$ cat src/hw/rtl/wfba_pkg.sv
// Worst-fit block allocator: shared types and constants.
// Field widths, item kind codes and the sequencer state type.
// No dependencies.
package wfba_pkg;

  localparam int unsigned KIND_W  = 1;
  localparam int unsigned INDEX_W = 4;
  localparam int unsigned SIZE_W  = 16;
  localparam int unsigned COUNT_W = 5;

  localparam logic [COUNT_W-1:0] COUNT_RESET = COUNT_W'(16);

  localparam logic [KIND_W-1:0] KIND_LOAD    = 1'b0;
  localparam logic [KIND_W-1:0] KIND_REQUEST = 1'b1;

  typedef enum logic {
    ST_IDLE,
    ST_SCAN
  } wfba_state_e;

endpackage

$ cat src/hw/rtl/wfba_ram.sv
// Generic simple dual-port RAM: one write port, one read port, registered read.
// No dependencies.
module wfba_ram #(
  parameter int unsigned WIDTH = 17,
  parameter int unsigned DEPTH = 16
) (
  input  logic                     clk_i,
  input  logic                     we_i,
  input  logic [$clog2(DEPTH)-1:0] waddr_i,
  input  logic [WIDTH-1:0]         wdata_i,
  input  logic                     re_i,
  input  logic [$clog2(DEPTH)-1:0] raddr_i,
  output logic [WIDTH-1:0]         rdata_o
);

  logic [WIDTH-1:0] mem_q [DEPTH];
  logic [WIDTH-1:0] rdata_q;

  always_ff @(posedge clk_i) begin
    if (we_i) begin
      mem_q[waddr_i] <= wdata_i;
    end
    if (re_i) begin
      rdata_q <= mem_q[raddr_i];
    end
  end

  assign rdata_o = rdata_q;

endmodule

$ cat src/hw/rtl/worst_fit_block_allocator_core.sv
// Worst-fit block allocator, top level.
// Depends on wfba_pkg and wfba_ram.
//
// Usage:
//   Input words are taken on start_i while busy_o is low. A load word
//   (kind_i = load) writes size_i into block block_index_i and marks it free;
//   it completes in the cycle it is taken and gives no result, so busy_o
//   stays low. A request word scans blocks 0 .. N-1, N = min(block count,
//   MAX_BLOCKS), one RAM read per cycle, for the largest free block that
//   fits, lowest index on ties. While busy_o is high the core issues the N
//   reads, compares the last word read, then writes the used flag back and
//   registers the result. The result word appears on
//   done_o / granted_o / chosen_block_o / leftover_o for exactly one cycle,
//   the first cycle with busy_o low; a new word may be started in that cycle.
//   The receiver cannot stall. Throughput is set by the single RAM read port.
//   Block count is written on the cfg channel while idle (cfg_ready_o is
//   high whenever busy_o is low). Reset sets the block count to 16 and
//   returns to idle; block sizes and flags hold nothing until loaded.
module worst_fit_block_allocator_core #(
  parameter int unsigned MAX_BLOCKS = 16,
  parameter int unsigned SIZE_BITS  = 16
) (
  input  logic                           clk_i,
  input  logic                           rst_ni,
  input  logic                           cfg_valid_i,
  output logic                           cfg_ready_o,
  input  logic [wfba_pkg::COUNT_W-1:0]   cfg_block_count_i,
  input  logic                           start_i,
  output logic                           busy_o,
  input  logic [wfba_pkg::KIND_W-1:0]    kind_i,
  input  logic [wfba_pkg::INDEX_W-1:0]   block_index_i,
  input  logic [wfba_pkg::SIZE_W-1:0]    size_i,
  output logic                           done_o,
  output logic                           granted_o,
  output logic [wfba_pkg::INDEX_W-1:0]   chosen_block_o,
  output logic [wfba_pkg::SIZE_W-1:0]    leftover_o
);

  import wfba_pkg::*;

  localparam int unsigned IDX_W  = $clog2(MAX_BLOCKS);
  localparam int unsigned LIM_W  = $clog2(MAX_BLOCKS + 1);
  localparam int unsigned CMP_W  = (LIM_W > COUNT_W) ? LIM_W : COUNT_W;
  localparam int unsigned IXC_W  = (LIM_W > INDEX_W) ? LIM_W : INDEX_W;
  localparam int unsigned WORD_W = SIZE_BITS + 1;

  wfba_state_e state_q, state_d;

  logic [COUNT_W-1:0]   count_q, count_d;
  logic [LIM_W-1:0]     ptr_q, ptr_d;
  logic [LIM_W-1:0]     limit_q, limit_d;
  logic                 rd_vld_q, rd_vld_d;
  logic [IDX_W-1:0]     rd_idx_q, rd_idx_d;
  logic [SIZE_BITS-1:0] amount_q, amount_d;
  logic                 found_q, found_d;
  logic [IDX_W-1:0]     best_idx_q, best_idx_d;
  logic [SIZE_BITS-1:0] best_size_q, best_size_d;
  logic                 done_q, done_d;
  logic                 granted_q, granted_d;
  logic [INDEX_W-1:0]   chosen_q, chosen_d;
  logic [SIZE_W-1:0]    leftover_q, leftover_d;

  logic                 accept;
  logic                 issue;
  logic                 finish;
  logic                 hit;
  logic                 idx_ok;
  logic [CMP_W-1:0]     count_ext;
  logic [LIM_W-1:0]     active_limit;
  logic [SIZE_BITS-1:0] size_cut;
  logic [SIZE_BITS-1:0] diff;

  logic                 ram_we;
  logic [IDX_W-1:0]     ram_waddr;
  logic [WORD_W-1:0]    ram_wdata;
  logic [WORD_W-1:0]    ram_rdata;
  logic                 rd_used;
  logic [SIZE_BITS-1:0] rd_size;

  // RAM word: {used, size}
  wfba_ram #(
    .WIDTH (WORD_W),
    .DEPTH (MAX_BLOCKS)
  ) u_ram (
    .clk_i   (clk_i),
    .we_i    (ram_we),
    .waddr_i (ram_waddr),
    .wdata_i (ram_wdata),
    .re_i    (issue),
    .raddr_i (ptr_q[IDX_W-1:0]),
    .rdata_o (ram_rdata)
  );

  assign rd_used  = ram_rdata[SIZE_BITS];
  assign rd_size  = ram_rdata[SIZE_BITS-1:0];
  assign size_cut = SIZE_BITS'(size_i);
  assign diff     = best_size_q - amount_q;

  assign count_ext    = CMP_W'(count_q);
  assign active_limit = (count_ext > CMP_W'(MAX_BLOCKS)) ? LIM_W'(MAX_BLOCKS)
                                                         : LIM_W'(count_ext);
  assign idx_ok       = IXC_W'(block_index_i) < IXC_W'(MAX_BLOCKS);

  assign accept = start_i && (state_q == ST_IDLE);
  assign issue  = (state_q == ST_SCAN) && (ptr_q < limit_q);
  assign finish = (state_q == ST_SCAN) && !issue && !rd_vld_q;
  assign hit    = rd_vld_q && !rd_used && (rd_size >= amount_q) &&
                  (!found_q || (rd_size > best_size_q));

  always_comb begin
    state_d     = state_q;
    count_d     = count_q;
    ptr_d       = ptr_q;
    limit_d     = limit_q;
    rd_vld_d    = issue;
    rd_idx_d    = ptr_q[IDX_W-1:0];
    amount_d    = amount_q;
    found_d     = found_q;
    best_idx_d  = best_idx_q;
    best_size_d = best_size_q;
    done_d      = 1'b0;
    granted_d   = granted_q;
    chosen_d    = chosen_q;
    leftover_d  = leftover_q;
    ram_we      = 1'b0;
    ram_waddr   = IDX_W'(block_index_i);
    ram_wdata   = {1'b0, size_cut};

    if (cfg_valid_i && (state_q == ST_IDLE)) begin
      count_d = cfg_block_count_i;
    end

    unique case (state_q)
      ST_IDLE: begin
        if (accept) begin
          if (kind_i == KIND_LOAD) begin
            // load marks the block free again
            ram_we = idx_ok;
          end else begin
            state_d  = ST_SCAN;
            ptr_d    = '0;
            limit_d  = active_limit;
            amount_d = size_cut;
            found_d  = 1'b0;
          end
        end
      end
      ST_SCAN: begin
        if (issue) begin
          ptr_d = ptr_q + LIM_W'(1);
        end
        if (hit) begin
          found_d     = 1'b1;
          best_idx_d  = rd_idx_q;
          best_size_d = rd_size;
        end
        if (finish) begin
          state_d    = ST_IDLE;
          done_d     = 1'b1;
          granted_d  = found_q;
          chosen_d   = found_q ? INDEX_W'(best_idx_q) : '0;
          leftover_d = found_q ? SIZE_W'(diff) : '0;
          ram_we     = found_q;
          ram_waddr  = best_idx_q;
          ram_wdata  = {1'b1, best_size_q};
        end
      end
      default: begin
        state_d = ST_IDLE;
      end
    endcase
  end

  always_ff @(posedge clk_i or negedge rst_ni) begin
    if (!rst_ni) begin
      state_q    <= ST_IDLE;
      count_q    <= COUNT_RESET;
      rd_vld_q   <= 1'b0;
      found_q    <= 1'b0;
      done_q     <= 1'b0;
      granted_q  <= 1'b0;
      chosen_q   <= '0;
      leftover_q <= '0;
      ptr_q      <= '0;
      limit_q    <= '0;
    end else begin
      state_q    <= state_d;
      count_q    <= count_d;
      rd_vld_q   <= rd_vld_d;
      found_q    <= found_d;
      done_q     <= done_d;
      granted_q  <= granted_d;
      chosen_q   <= chosen_d;
      leftover_q <= leftover_d;
      ptr_q      <= ptr_d;
      limit_q    <= limit_d;
    end
  end

  always_ff @(posedge clk_i) begin
    rd_idx_q    <= rd_idx_d;
    amount_q    <= amount_d;
    best_idx_q  <= best_idx_d;
    best_size_q <= best_size_d;
  end

  assign busy_o         = (state_q != ST_IDLE);
  assign cfg_ready_o    = (state_q == ST_IDLE);
  assign done_o         = done_q;
  assign granted_o      = granted_q;
  assign chosen_block_o = chosen_q;
  assign leftover_o     = leftover_q;

endmodule

$ cat config.mk
export PLATFORM = sky130hd
export DESIGN_NAME = worst_fit_block_allocator_core
export DESIGN_NICKNAME = d
export VERILOG_FILES = /design/src/hw/rtl/wfba_pkg.sv /design/src/hw/rtl/wfba_ram.sv /design/src/hw/rtl/worst_fit_block_allocator_core.sv
export SDC_FILE = /design/constraint.sdc
export NUM_CORES = 1
export LEC_CHECK = 0
export BUFFER_PORTS_ARGS = -buffer_cell sky130_fd_sc_hd__buf_2
export CORE_UTILIZATION = 47
export CTS_CLUSTER_DIAMETER = 120
export DETAILED_ROUTE_END_ITERATION = 12
export PLACE_DENSITY_LB_ADDON = 0.05
export SYNTH_ARGS = -nofsm -noshare
export SYNTH_HDL_FRONTEND = slang
export SYNTH_SLANG_ARGS = --single-unit
$ cat constraint.sdc
create_clock -name clk_i -period 5.9 [get_ports clk_i]
set_input_delay 0.295 -clock clk_i [delete_from_list [all_inputs] [get_ports clk_i]]
set_output_delay 0.295 -clock clk_i [all_outputs]
set_load 0.01 [all_outputs]
* Word level (Yosys, flattened, before mapping) *
Memories as Yosys holds them, arrays and structs flattened. A register that Yosys moved wholly into a read port is not among the register bits.
Cells that the tools add are included.

storage, ports and cells
  memories kept = 1
  RAM bits = 272
  bits of input ports = 30
  flip-flop bits (word level) = 80
  logic and storage cells = 71

memories
  name         depth  width  rd ports  clocked after Yosys merged registers in  wr ports  RTL line        RTL
  u_ram.mem_q  16     17     1         1                                        1         wfba_ram.sv:16  logic [WIDTH-1:0] mem_q [DEPTH];

operators by class
  bitwise logic cells = 1
  eq/ne operators = 4
  add/sub/neg operators = 2
  magnitude comparators = 4
  reductions and logical operators = 18
  mux-type cells = 27

operators with widths
  kind                                                   count
  2-to-1 mux 17 bit                                      2
  2-to-1 mux 5 bit                                       4
  greater-or-equal comparator 16 bit                     1
  greater-than comparator 16 bit                         1
  2-to-1 mux 16 bit                                      1
  subtractor 16 bit                                      1
  2-to-1 mux 1 bit                                       13
  2-to-1 mux 4 bit                                       3
  one-hot mux 5 bit (2 select lines)                     1
  AND reduction 3 bit                                    3
  logical AND 1 bit                                      8
  != test 2 x 1 -> 1 bit (second input constant)         4
  one-hot mux 1 bit (2 select lines)                     3
  adder 5 x 1 -> 5 bit (second input constant)           1
  greater-than comparator 5 bit (second input constant)  1
  less-than comparator 5 bit                             1
  logical NOT 1 bit                                      4
  AND reduction 2 bit                                    2
  logical OR 1 bit                                       1
  inverter 1 bit                                         1

* Longest topological paths before layout *
Gate-level depths: netlist (run 1).

  word-level depth = 9
  mapped depth = 10
  mapped depth without buffers = 10

* Modules after synthesis *
A second synthesis (run 1) with hierarchy kept.

unflattened totals
  cells, all modules = 907
  area total of the unflattened synthesis = 15,338.5 µm²

modules (own cells, without submodules)
  module                          times used  cells an instance  area an instance (µm²)  seq. area each (µm²)
  wfba_ram                        1           458                10,807.9                8,678.3
  worst_fit_block_allocator_core  1           449                4,530.6                 2,163.3

* Least setup slack after synthesis (run 1) *
Ideal clock, no wire load.

  path kind = register to register
  start point = reg ptr_q[2]
  end point = mem u_ram.mem_q[0][0], enable pin
  stages on the path, launching flop included = 9
  data arrival time = 2.436 ns
  setup slack = 3.074 ns
  library setup time = 0.390 ns
  period minus slack after synthesis = 2.826 ns
  cells stage by stage = dfrtp_1 ha_1 nand2_1 o21ai_2 a22oi_2 or2_0 buf_2 o32a_1 nor2_1

between the ends
  cells in the longest elaborated chain, start to end = 9
  elaborated cells between the ends (all ways) = 11
  those cells by class = order compare (1); mux (6); reduce/logical (4)

RTL lines
  item                                    RTL line                               RTL
  start: declaration                      worst_fit_block_allocator_core.sv:50   logic [LIM_W-1:0] ptr_q, ptr_d;
  start signal: assignment                worst_fit_block_allocator_core.sv:195  ptr_q <= ptr_d;
  less-than comparator 5 bit *            worst_fit_block_allocator_core.sv:105  assign issue = (state_q == ST_SCAN) && (ptr_q < limit_q);
  logical AND 1 bit *                     worst_fit_block_allocator_core.sv:105
  logical NOT 1 bit *                     worst_fit_block_allocator_core.sv:106  assign finish = (state_q == ST_SCAN) && !issue && !rd_vld_q;
  logical AND 1 bit * (2 in series)       worst_fit_block_allocator_core.sv:106
  2-to-1 mux 1 bit                        worst_fit_block_allocator_core.sv:157  if (finish) begin
  one-hot mux 1 bit (2 select lines)      worst_fit_block_allocator_core.sv:133  unique case (state_q)
  2-to-1 mux 1 bit                        wfba_ram.sv:20                         if (we_i) begin
  2-to-1 mux 1 bit (implied by the code)  wfba_ram.sv:21                         mem_q[waddr_i] <= wdata_i;
  end: declaration                        wfba_ram.sv:16

Every way passes the cells marked *; elsewhere a longest branch is shown, timed or not.

* Final worst setup path (run 1) *
  start point = reg ptr_q[2]
  end point = mem u_ram.mem_q[0][15], enable pin

The elaborated chain is that of the path after synthesis.

==> results.toml, run 1 <==
[clocking]
cts_tree = "built"
clockRootBuffer = "clkbuf_16"
clkLatencyLatePin_ns = 0.52
clock_sinks = 369
cts.htree.levels = 2
cts_buffers = 40
post_cts_resized = 0
clk_pin_slew_ns = 0.06
clock_path_buffers = 3

[worst_setup_path]
reg2reg_depth = 7
end_kind = "flip-flop"
start_kind = "flip-flop"
crit_fanout = 22
crit_required_ns = 6.04
criticalPathCategory = "reg2reg"
cp.arrival_ns = 4.16

[finish]
fin_nets = 1052
stdcell_count = 1434
area_growth_pct = 15.10
drive_gt1_frac = 0.2405

[yosys]
yosysWarnings = 0
yosys_most_used_dff = "edfxtp_1"
synth-xor-area-share = 0.009742
synth_compound_area_frac = 0.04748
netlist_area_sq_um = 15280
synth.avg_cell_area_sq_um = 17.73
yosysSeqAreaShare = 0.7094
synth_top_area_cell = "edfxtp_1"
synth-edff-count = 325
synth-simple-area-share = 0.03831
yosysMostFrequentCell = "edfxtp_1"
synth_top_family_by_area = "multiplexers"
synth_fa_ha_area_frac = 0.04388
ys_top_cells_by_count = "edfxtp_1, mux4_2, nand2_1, ha_1, o21ai_0"
muxShareOfSynthArea = 0.1302
ys_ff_latch = 369
synth_top_area_share = 0.6386
async_flop_share = 0.1084
synth_area_leaders = "edfxtp_1, mux4_2, dfrtp_1"
syn_inst = 862
synth_nets = 945
synth.distinct_cells = 53

[timing]
fin_setup_tns_ns = 0
fin_crit_sh = 0.6811
tightest_slew_ns = 1.237
slew_headroom = 0.1752
post-route-min-period_ns = 4.019
rsz0062_at_grt = "false"
drv_slew = 0
max_freq_ghz = 0.2488
finClkSkew_ns = 0.01022
whs_ns = 0.08569
hold_violations = 0
setup_violations = 0

[route]
drc = 0
vias = 7990
totalWireLength_um = 35440
drtIter0Drc = 638
viasPerCell = 5.572
drt_pass1_iterations = 5
wl_per_cell_um = 24.71
ant_nets = 0

[grt]
grt_max_degree = 74
grt_usage = 0.2219
grt_pass1_wl_um = 52780
grt_pass1_vias = 8278
antenna_found_initial = 0
grt.overflow.total = 0

[power]
switching_share = 0.3254
powerDensity_nw_per_um2 = 499.3
power_frac_seq = 0.428
p_leak_nw = 6.251
power_frac_comb = 0.309
p_sw_w = 0.002858
peakVddDrop_v = 0.0002485
clock_power_share = 0.263
p_int_w = 0.005925

[die]
die-area_sq_um = 33240
start_util = 0.4806
rows = 65
die_w_um = 182.3
core-area_sq_um = 31800
die_y_um = 182.3
num_io_pins = 54

[place]
port_buffers = 53
hpwlAfterDp_um = 24070
place_congestion = 0.8357
placedCellCount = 1340

[outcome]
outcome = "finished, final reports clean"

[job]
max-cap-violations = 0

[min_path]
hold_path.class = "in2reg"
worstHoldPathCells = 4
## cells by family (layout without fill, tap and decap cells)
kind of cell	after synthesis	count (layout)
AO/OA/AOI/OAI	120	120
XOR/XNOR	17	17
adder cells (fa/ha/maj)	53	53
buffers and inverters	79	215
flip-flops	369	369
multiplexers	92	92
other	0	1
AND/OR/NAND/NOR	132	132
## power by group through the flow
| stage | sequential, W | clock (W) | combinational (W) |
|---|---|---|---|
| 2_1_floorplan | 0.00372 | 0 | 0.00171 |
| 3_3_place_gp | 0.00380 | 0 | 0.00269 |
| 3_5_place_dp | 0.00382 | 0 | 0.00274 |
| 4_1_cts | 0.00376 | 0.00235 | 0.00276 |
| 5_1_grt | 0.00380 | 0.00246 | 0.00293 |
| 6_report | 0.00376 | 0.00231 | 0.00271 |
## layout by cell type, fill, tap and decap left out, drive strengths merged, types with 2 or more instances in the layout
master,instances
mux2,5
nand2b,5
nor3,4
nor2b,2
nand4,7
a211oi,2
buf,73
bufinv,2
a21oi,26
dfrtp,39
inv,49
nand3b,3
nand3,5
xor2,10
mux4,85
dfxtp,4
o21a,2
nor3b,3
o21ai,52
nor2,30
nand2,65
edfxtp,325
dlygate4sd3,22
o211ai,2
clkbuf,48
and3,3
clkinv,20
o31ai,5
a31oi,11
ha,52
a21o,8
xnor2,7
mux2i,2
## per-stage QoR
step,cell area [sq um],utilization,total power [W],worst slack (ns)
CTS,17590,0.5531,0.008874,1.858
finish,17590,0.5532,0.008783,1.881
detailed placement,16160,0.5083,0.006560,1.869
floorplan,15280,-,0.005437,3.074
global placement,16160,0.5083,0.006488,1.993
global route,17590,0.5531,0.009186,1.686
## per-layer routing
layer,track usage,part of all wire,up-vias
li1,-,-,3610
met1,0.3038,0.45,4155
met2,0.3804,0.50,187
met3,0.02854,0.035,38
met4,0.05143,0.016,0
met5,0,0,-
## what timing repair did
action | in CTS | in global routing
endpoints found under the hold margin | 60 | 0
setup buffers | 0 | 0
hold buffers | 22 | 0
endpoints found under the setup margin | 0 | 0
## area by class of cell
cell class	count	area (sq um)
clock buffers	48	1052
repair buffers	95	635.6
fillers	2464	14210
diodes	1	2.502
inverters	49	183.9
flip-flops and latches	369	10850
well taps	435	544.3
multi-input cells	414	4173
clock inverters	23	153.9
## state kept, by name, indices dropped and copies added, names as in the netlist, 4 cells and up
signal	cells
u_ram.mem_q	272
u_ram.rdata_o	17
amount_q	16
best_size_q	16
leftover_o	16
count_ext	5
limit_q	5
ptr_q	5
best_idx_q	4
chosen_block_o	4
rd_idx_q	4
## worst paths after layout
path | from | end | slack [ns]
min in group asynchronous | rst_ni | leftover_o[8] | 0.45
worst min register to register | rd_idx_q[2] | best_idx_q[2] | 0.40
max in group asynchronous | rst_ni | ptr_q[0] | 4.77
worst max-delay path | ptr_q[2] | u_ram.mem_q[0][15] | 1.88
worst min-delay path | start_i | ptr_q[1] | 0.09
worst max register to register | ptr_q[2] | u_ram.mem_q[0][15] | 1.88
## worst max-delay path: stages, from the launching register on
cell and delay, ns:
dfrtp_1 1.00, ha_1 0.29, nand2_1 0.07, o21ai_2 0.23, a22oi_2 0.22, or2_0 0.55, o32a_1 0.51, nor2_2 0.76
Note: power is estimated with default switching activity, not from simulation.
==> inputs of run 2 (changes only) <==
==> constraint.sdc (replaced) <==
create_clock -name clk_i -period 4 [get_ports clk_i]
set_input_delay 0.2 -clock clk_i [delete_from_list [all_inputs] [get_ports clk_i]]
set_output_delay 0.2 -clock clk_i [all_outputs]
set_load 0.01 [all_outputs]
==> results.toml, run 2 (synthesis gave the netlist of run 1 again) <==
[route]
vias = 8163
drt_pass1_iterations = 5
wl_per_cell_um = 23.26
totalWireLength_um = 33960
viasPerCell = 5.591
drtIter0Drc = 541
drc = 0
ant_nets = 0

[grt]
grt_pass1_wl_um = 51620
grt_pass1_vias = 8548
grt_usage = 0.2121
antenna_found_initial = 1
grt.overflow.total = 0
grt_max_degree = 74

[power]
powerDensity_nw_per_um2 = 717.6
p_sw_w = 0.004010
p_int_w = 0.008784
power_frac_seq = 0.426
peakVddDrop_v = 0.0004627
switching_share = 0.3134
power_frac_comb = 0.300
p_leak_nw = 6.392
clock_power_share = 0.274

[clocking]
cts_setup_buffers = 0
cts_tree = "built"
clkLatencyLatePin_ns = 0.54
clockRootBuffer = "clkbuf_16"
clk_pin_slew_ns = 0.06
cts_buffers = 41
cts.htree.levels = 2
clock_sinks = 369
clock_path_buffers = 3

[timing]
drv_slew = 0
setup_violations = 0
hold_violations = 0
slew_headroom = 0.2613
tightest_slew_ns = 1.107
post-route-min-period_ns = 3.142
max_freq_ghz = 0.3183
rsz0062_at_grt = "false"
finClkSkew_ns = 0.01337
fin_crit_sh = 0.7855
fin_setup_tns_ns = 0

[place]
place_congestion = 0.8248
port_buffers = 53
hpwlAfterDp_um = 21450
placedCellCount = 1361

[finish]
largest_reg_flops = 272
stdcell_count = 1460
num_antenna_cells = 0
drive_gt1_frac = 0.2546
final_common_cell = "edfxtp_1"
area_growth_pct = 16.66
fin_nets = 1076
final_cell_mix = "edfxtp_1, mux4_2, nand2_1"
top_register = "u_ram.mem_q"

[die]
die_y_um = 182.3
start_util = 0.4806
core-area_sq_um = 31800
die_w_um = 182.3
num_io_pins = 54
rows = 65
die-area_sq_um = 33240

[min_path]
hold_path.class = "in2reg"

[worst_setup_path]
cp.arrival_ns = 3.37
crit_required_ns = 4.23
crit_fanout = 11
criticalPathCategory = "reg2reg"
start_kind = "flip-flop"
end_kind = "flip-flop"

[job]
max-cap-violations = 0

[outcome]
outcome = "finished, final reports clean"
==> run 2: cell types whose count changed in the layout (fill, tap and decap cells not counted), moves of 2 or more <==
cell | before | now
buf_4 | 20 | 41
clkbuf_1 | 7 | 13
clkbuf_8 | 0 | 2
clkinv_1 | 11 | 9
clkinv_2 | 9 | 5
dlygate4sd3_1 | 22 | 24
==> run 2: worst paths after layout <==
path | from | end | slack [ns] | cells past startpoint
worst max-delay path | u_ram.rdata_o[13] | best_size_q[6] | 0.86 | 8
worst min-delay path | kind_i | busy_o | 0.07 | 3
worst max register to register | u_ram.rdata_o[13] | best_size_q[6] | 0.86 | 8
worst min register to register | rd_idx_q[2] | best_idx_q[2] | 0.41 | 0
max in group asynchronous | rst_ni | ptr_q[0] | 2.97 | 2
min in group asynchronous | rst_ni | leftover_o[12] | 0.35 | 2
==> run 2: layout make-up <==
type	count	area (sq um)
fill	2442	13970
sequential	369	10850
multi-input combinational	414	4173
clock buffer	56	1102
timing repair buffer	118	813.3
tap	435	544.3
inverter	49	183.9
clock inverter	19	166.4
==> run 2: metrics by stage <==
stage	hold slack, ns	setup WS (ns)	power [W]	area (sq um)	utilization
2_1_floorplan	-0.09559	1.174	0.008020	15280	-
3_3_place_gp	0.3642	0.8493	0.009300	16320	0.5132
3_5_place_dp	0.3843	0.8005	0.009403	16320	0.5132
4_1_cts	0.04518	0.7847	0.01292	17830	0.5607
5_1_grt	0.1303	0.7044	0.01345	17830	0.5607
6_report	0.07119	0.8581	0.01279	17830	0.5607
==> run 2: what timing repair did <==
action	in CTS	in global routing
gates resized for setup	0	0
hold buffers	24	0
endpoints found under the setup margin	0	0
hold endpoints to repair	61	0
==> run 2: worst max-delay path, cell delays in order (launching register included) <==
cell,delay (ns)
edfxtp_1,0.45
ha_1,0.33
nand4_1,0.16
nor3_1,0.46
a21oi_1,0.11
o21ai_0,0.20
a31oi_1,0.11
nor2_1,0.67
buf_4,0.33
==> run 2: per-layer routing <==
layer	GRT usage	vias to the layer above	wire length (um)
met4	0.06790	2	799
met1	0.2871	4246	14980
li1	-	3662	-
met5	0	-	13
met3	0.03353	54	1447
met2	0.3542	199	16710
==> run 2: power groups by stage <==
stage	logic, W	registers [W]	clock network [W]
4_1_cts	0.00390	0.00545	0.00357
3_3_place_gp	0.00379	0.00551	0
3_5_place_dp	0.00387	0.00553	0
5_1_grt	0.00422	0.00549	0.00373
6_report	0.00384	0.00545	0.00350
2_1_floorplan	0.00253	0.00549	0
==> inputs of run 3 (changes only) <==
==> constraint.sdc (replaced) <==
create_clock -name clk_i -period 3.2 [get_ports clk_i]
set_input_delay 0.16 -clock clk_i [delete_from_list [all_inputs] [get_ports clk_i]]
set_output_delay 0.16 -clock clk_i [all_outputs]
set_load 0.01 [all_outputs]
==> results.toml, run 3 (synthesis gave the netlist of run 1 again) <==
[clocking]
clock_path_buffers = 3
clockRootBuffer = "clkbuf_16"
cts.htree.levels = 2
clkLatencyLatePin_ns = 0.53
clk_pin_slew_ns = 0.06
cts_tree = "built"
cts_buffers = 40
clock_sinks = 369

[timing]
fin_crit_sh = 0.9633
setup_violations = 0
fin_setup_tns_ns = 0
hold_violations = 0
drv_slew = 0
tightest_slew_ns = 1.112
post-route-min-period_ns = 3.083
max_freq_ghz = 0.3244
rsz0062_at_grt = "true"
finClkSkew_ns = 0.01770
slew_headroom = 0.2584

[grt]
grt.overflow.total = 0
grt_pass1_wl_um = 51450
grt_usage = 0.2084
grt_max_degree = 74
grt_pass1_vias = 8363
antenna_found_initial = 0

[worst_setup_path]
cp_top_family = "compound AO/OA/AOI/OAI gates"
criticalPathCategory = "reg2reg"
reg2reg_depth = 5
worst-path-stages = 5
cp_cell_sequence = "ha_1 > a21o_1 > a22oi_2 > a31oi_1 > nor2_2"
start_kind = "flip-flop"
cp.arrival_ns = 3.22
rr_startpoint = "ptr_q[4]"
path_buf_inv = 0
cp-startpoint = "ptr_q[4]"
slowest_delay_ns = 0.82
r2r_slack_ns = 0.12
crit_required_ns = 3.34
end_kind = "flip-flop"
slowest_stage = "nor2_2"
crit_fanout = 17

[die]
num_io_pins = 54
start_util = 0.4806
core-area_sq_um = 31800
rows = 65
die_w_um = 182.3
die-area_sq_um = 33240
die_y_um = 182.3

[route]
drc = 0
drt_pass1_iterations = 5
totalWireLength_um = 33030
wl_per_cell_um = 22.68
top_layer = "met4"
route.met3.wl_um = 1805
wl_met1_um = 15390
vias = 8096
viasPerCell = 5.560
ant_nets = 0
wl_met2_um = 15170
drtIter0Drc = 586

[finish]
final_cell_mix = "edfxtp_1, mux4_2, nand2_1"
area_growth_pct = 16.41
drive_gt1_frac = 0.2635
num_antenna_cells = 0
fin_nets = 1077
final_common_cell = "edfxtp_1"
top_register = "u_ram.mem_q"
largest_reg_flops = 272

[power]
clock_power_share = 0.262
total_power_w = 0.01592
p_int_w = 0.01092
power_frac_comb = 0.310
power_frac_seq = 0.428
p_leak_nw = 6.376
p_sw_w = 0.004999
powerDensity_nw_per_um2 = 894.7
peakVddDrop_v = 0.0005347
switching_share = 0.3141

[place]
place_congestion = 0.8332
hpwlAfterDp_um = 21880
port_buffers = 53

[min_path]
worstHoldPathCells = 4
hp-start = "start_i"
hold_path.class = "in2reg"

[outcome]
outcome = "finished, final reports clean"

[job]
max-cap-violations = 0
## run 3: cell count changes in the layout (fill, tap and decap cells not counted), moves of 3 or more
cell | previous run | this run
clkinv_2 | 5 | 8
buf_4 | 41 | 44
clkinv_1 | 9 | 6
clkbuf_1 | 13 | 8
## run 3: final cells by class
class	instances	area (sq um)
clock buffers	52	1097
clock inverters	17	87.58
fillers	2479	14010
inverters	49	183.9
multi-input cells	414	4195
flip-flops and latches	369	10850
well taps	435	544.3
repair buffers	120	835.8
## run 3: metrics by stage
| stage | hold slack [ns] | worst slack (ns) | cells | cell area [sq um] | util |
|---|---|---|---|---|---|
| 3_5_place_dp | 0.3419 | 0.01829 | 1365 | 16360 | 0.5146 |
| 5_1_grt | 0.02075 | -0.03524 | 1456 | 17790 | 0.5595 |
| 4_1_cts | 0.001794 | 0.02257 | 1456 | 17770 | 0.5588 |
| 2_1_floorplan | -0.1356 | 0.3736 | 862 | 15280 | - |
| 6_report | 0.01029 | 0.1173 | 1456 | 17790 | 0.5595 |
| 3_3_place_gp | 0.3221 | 0.1428 | 1365 | 16360 | 0.5146 |
## run 3: final timing paths
check,endpoint
setup / recovery,u_ram.mem_q[7][12]
hold / removal,ptr_q[1]
setup reg to reg,u_ram.mem_q[7][12]
hold reg to reg,best_idx_q[2]
max in group asynchronous,ptr_q[0]
min in group asynchronous,leftover_o[11]
## run 3: worst min-delay path, cell delays in order
cell	delay, ns
buf_2	0.10
nand2_1	0.05
nand3_1	0.07
o21ai_0	0.10
## run 3: timing repair
item,CTS,global route
resized for setup,0,4
buffers inserted,0,0
setup endpoints to repair,0,152
hold buffers,22,0
hold endpoints to repair,60,0
## run 3: power by group through the flow
stage                     registers (W)  logic (W)  clock network [W]
after floorplan                 0.00687    0.00316                  0
after global placement          0.00688    0.00487                  0
after detailed placement        0.00691    0.00498                  0
after CTS                       0.00681    0.00502            0.00428
after global routing            0.00687    0.00545            0.00447
final                           0.00681    0.00494            0.00417
## run 3: layer usage
metal,up-vias,GRT usage
li1,3656,-
met1,4151,0.3099
met2,244,0.3198
met3,45,0.03353
met4,0,0.05882
met5,-,0
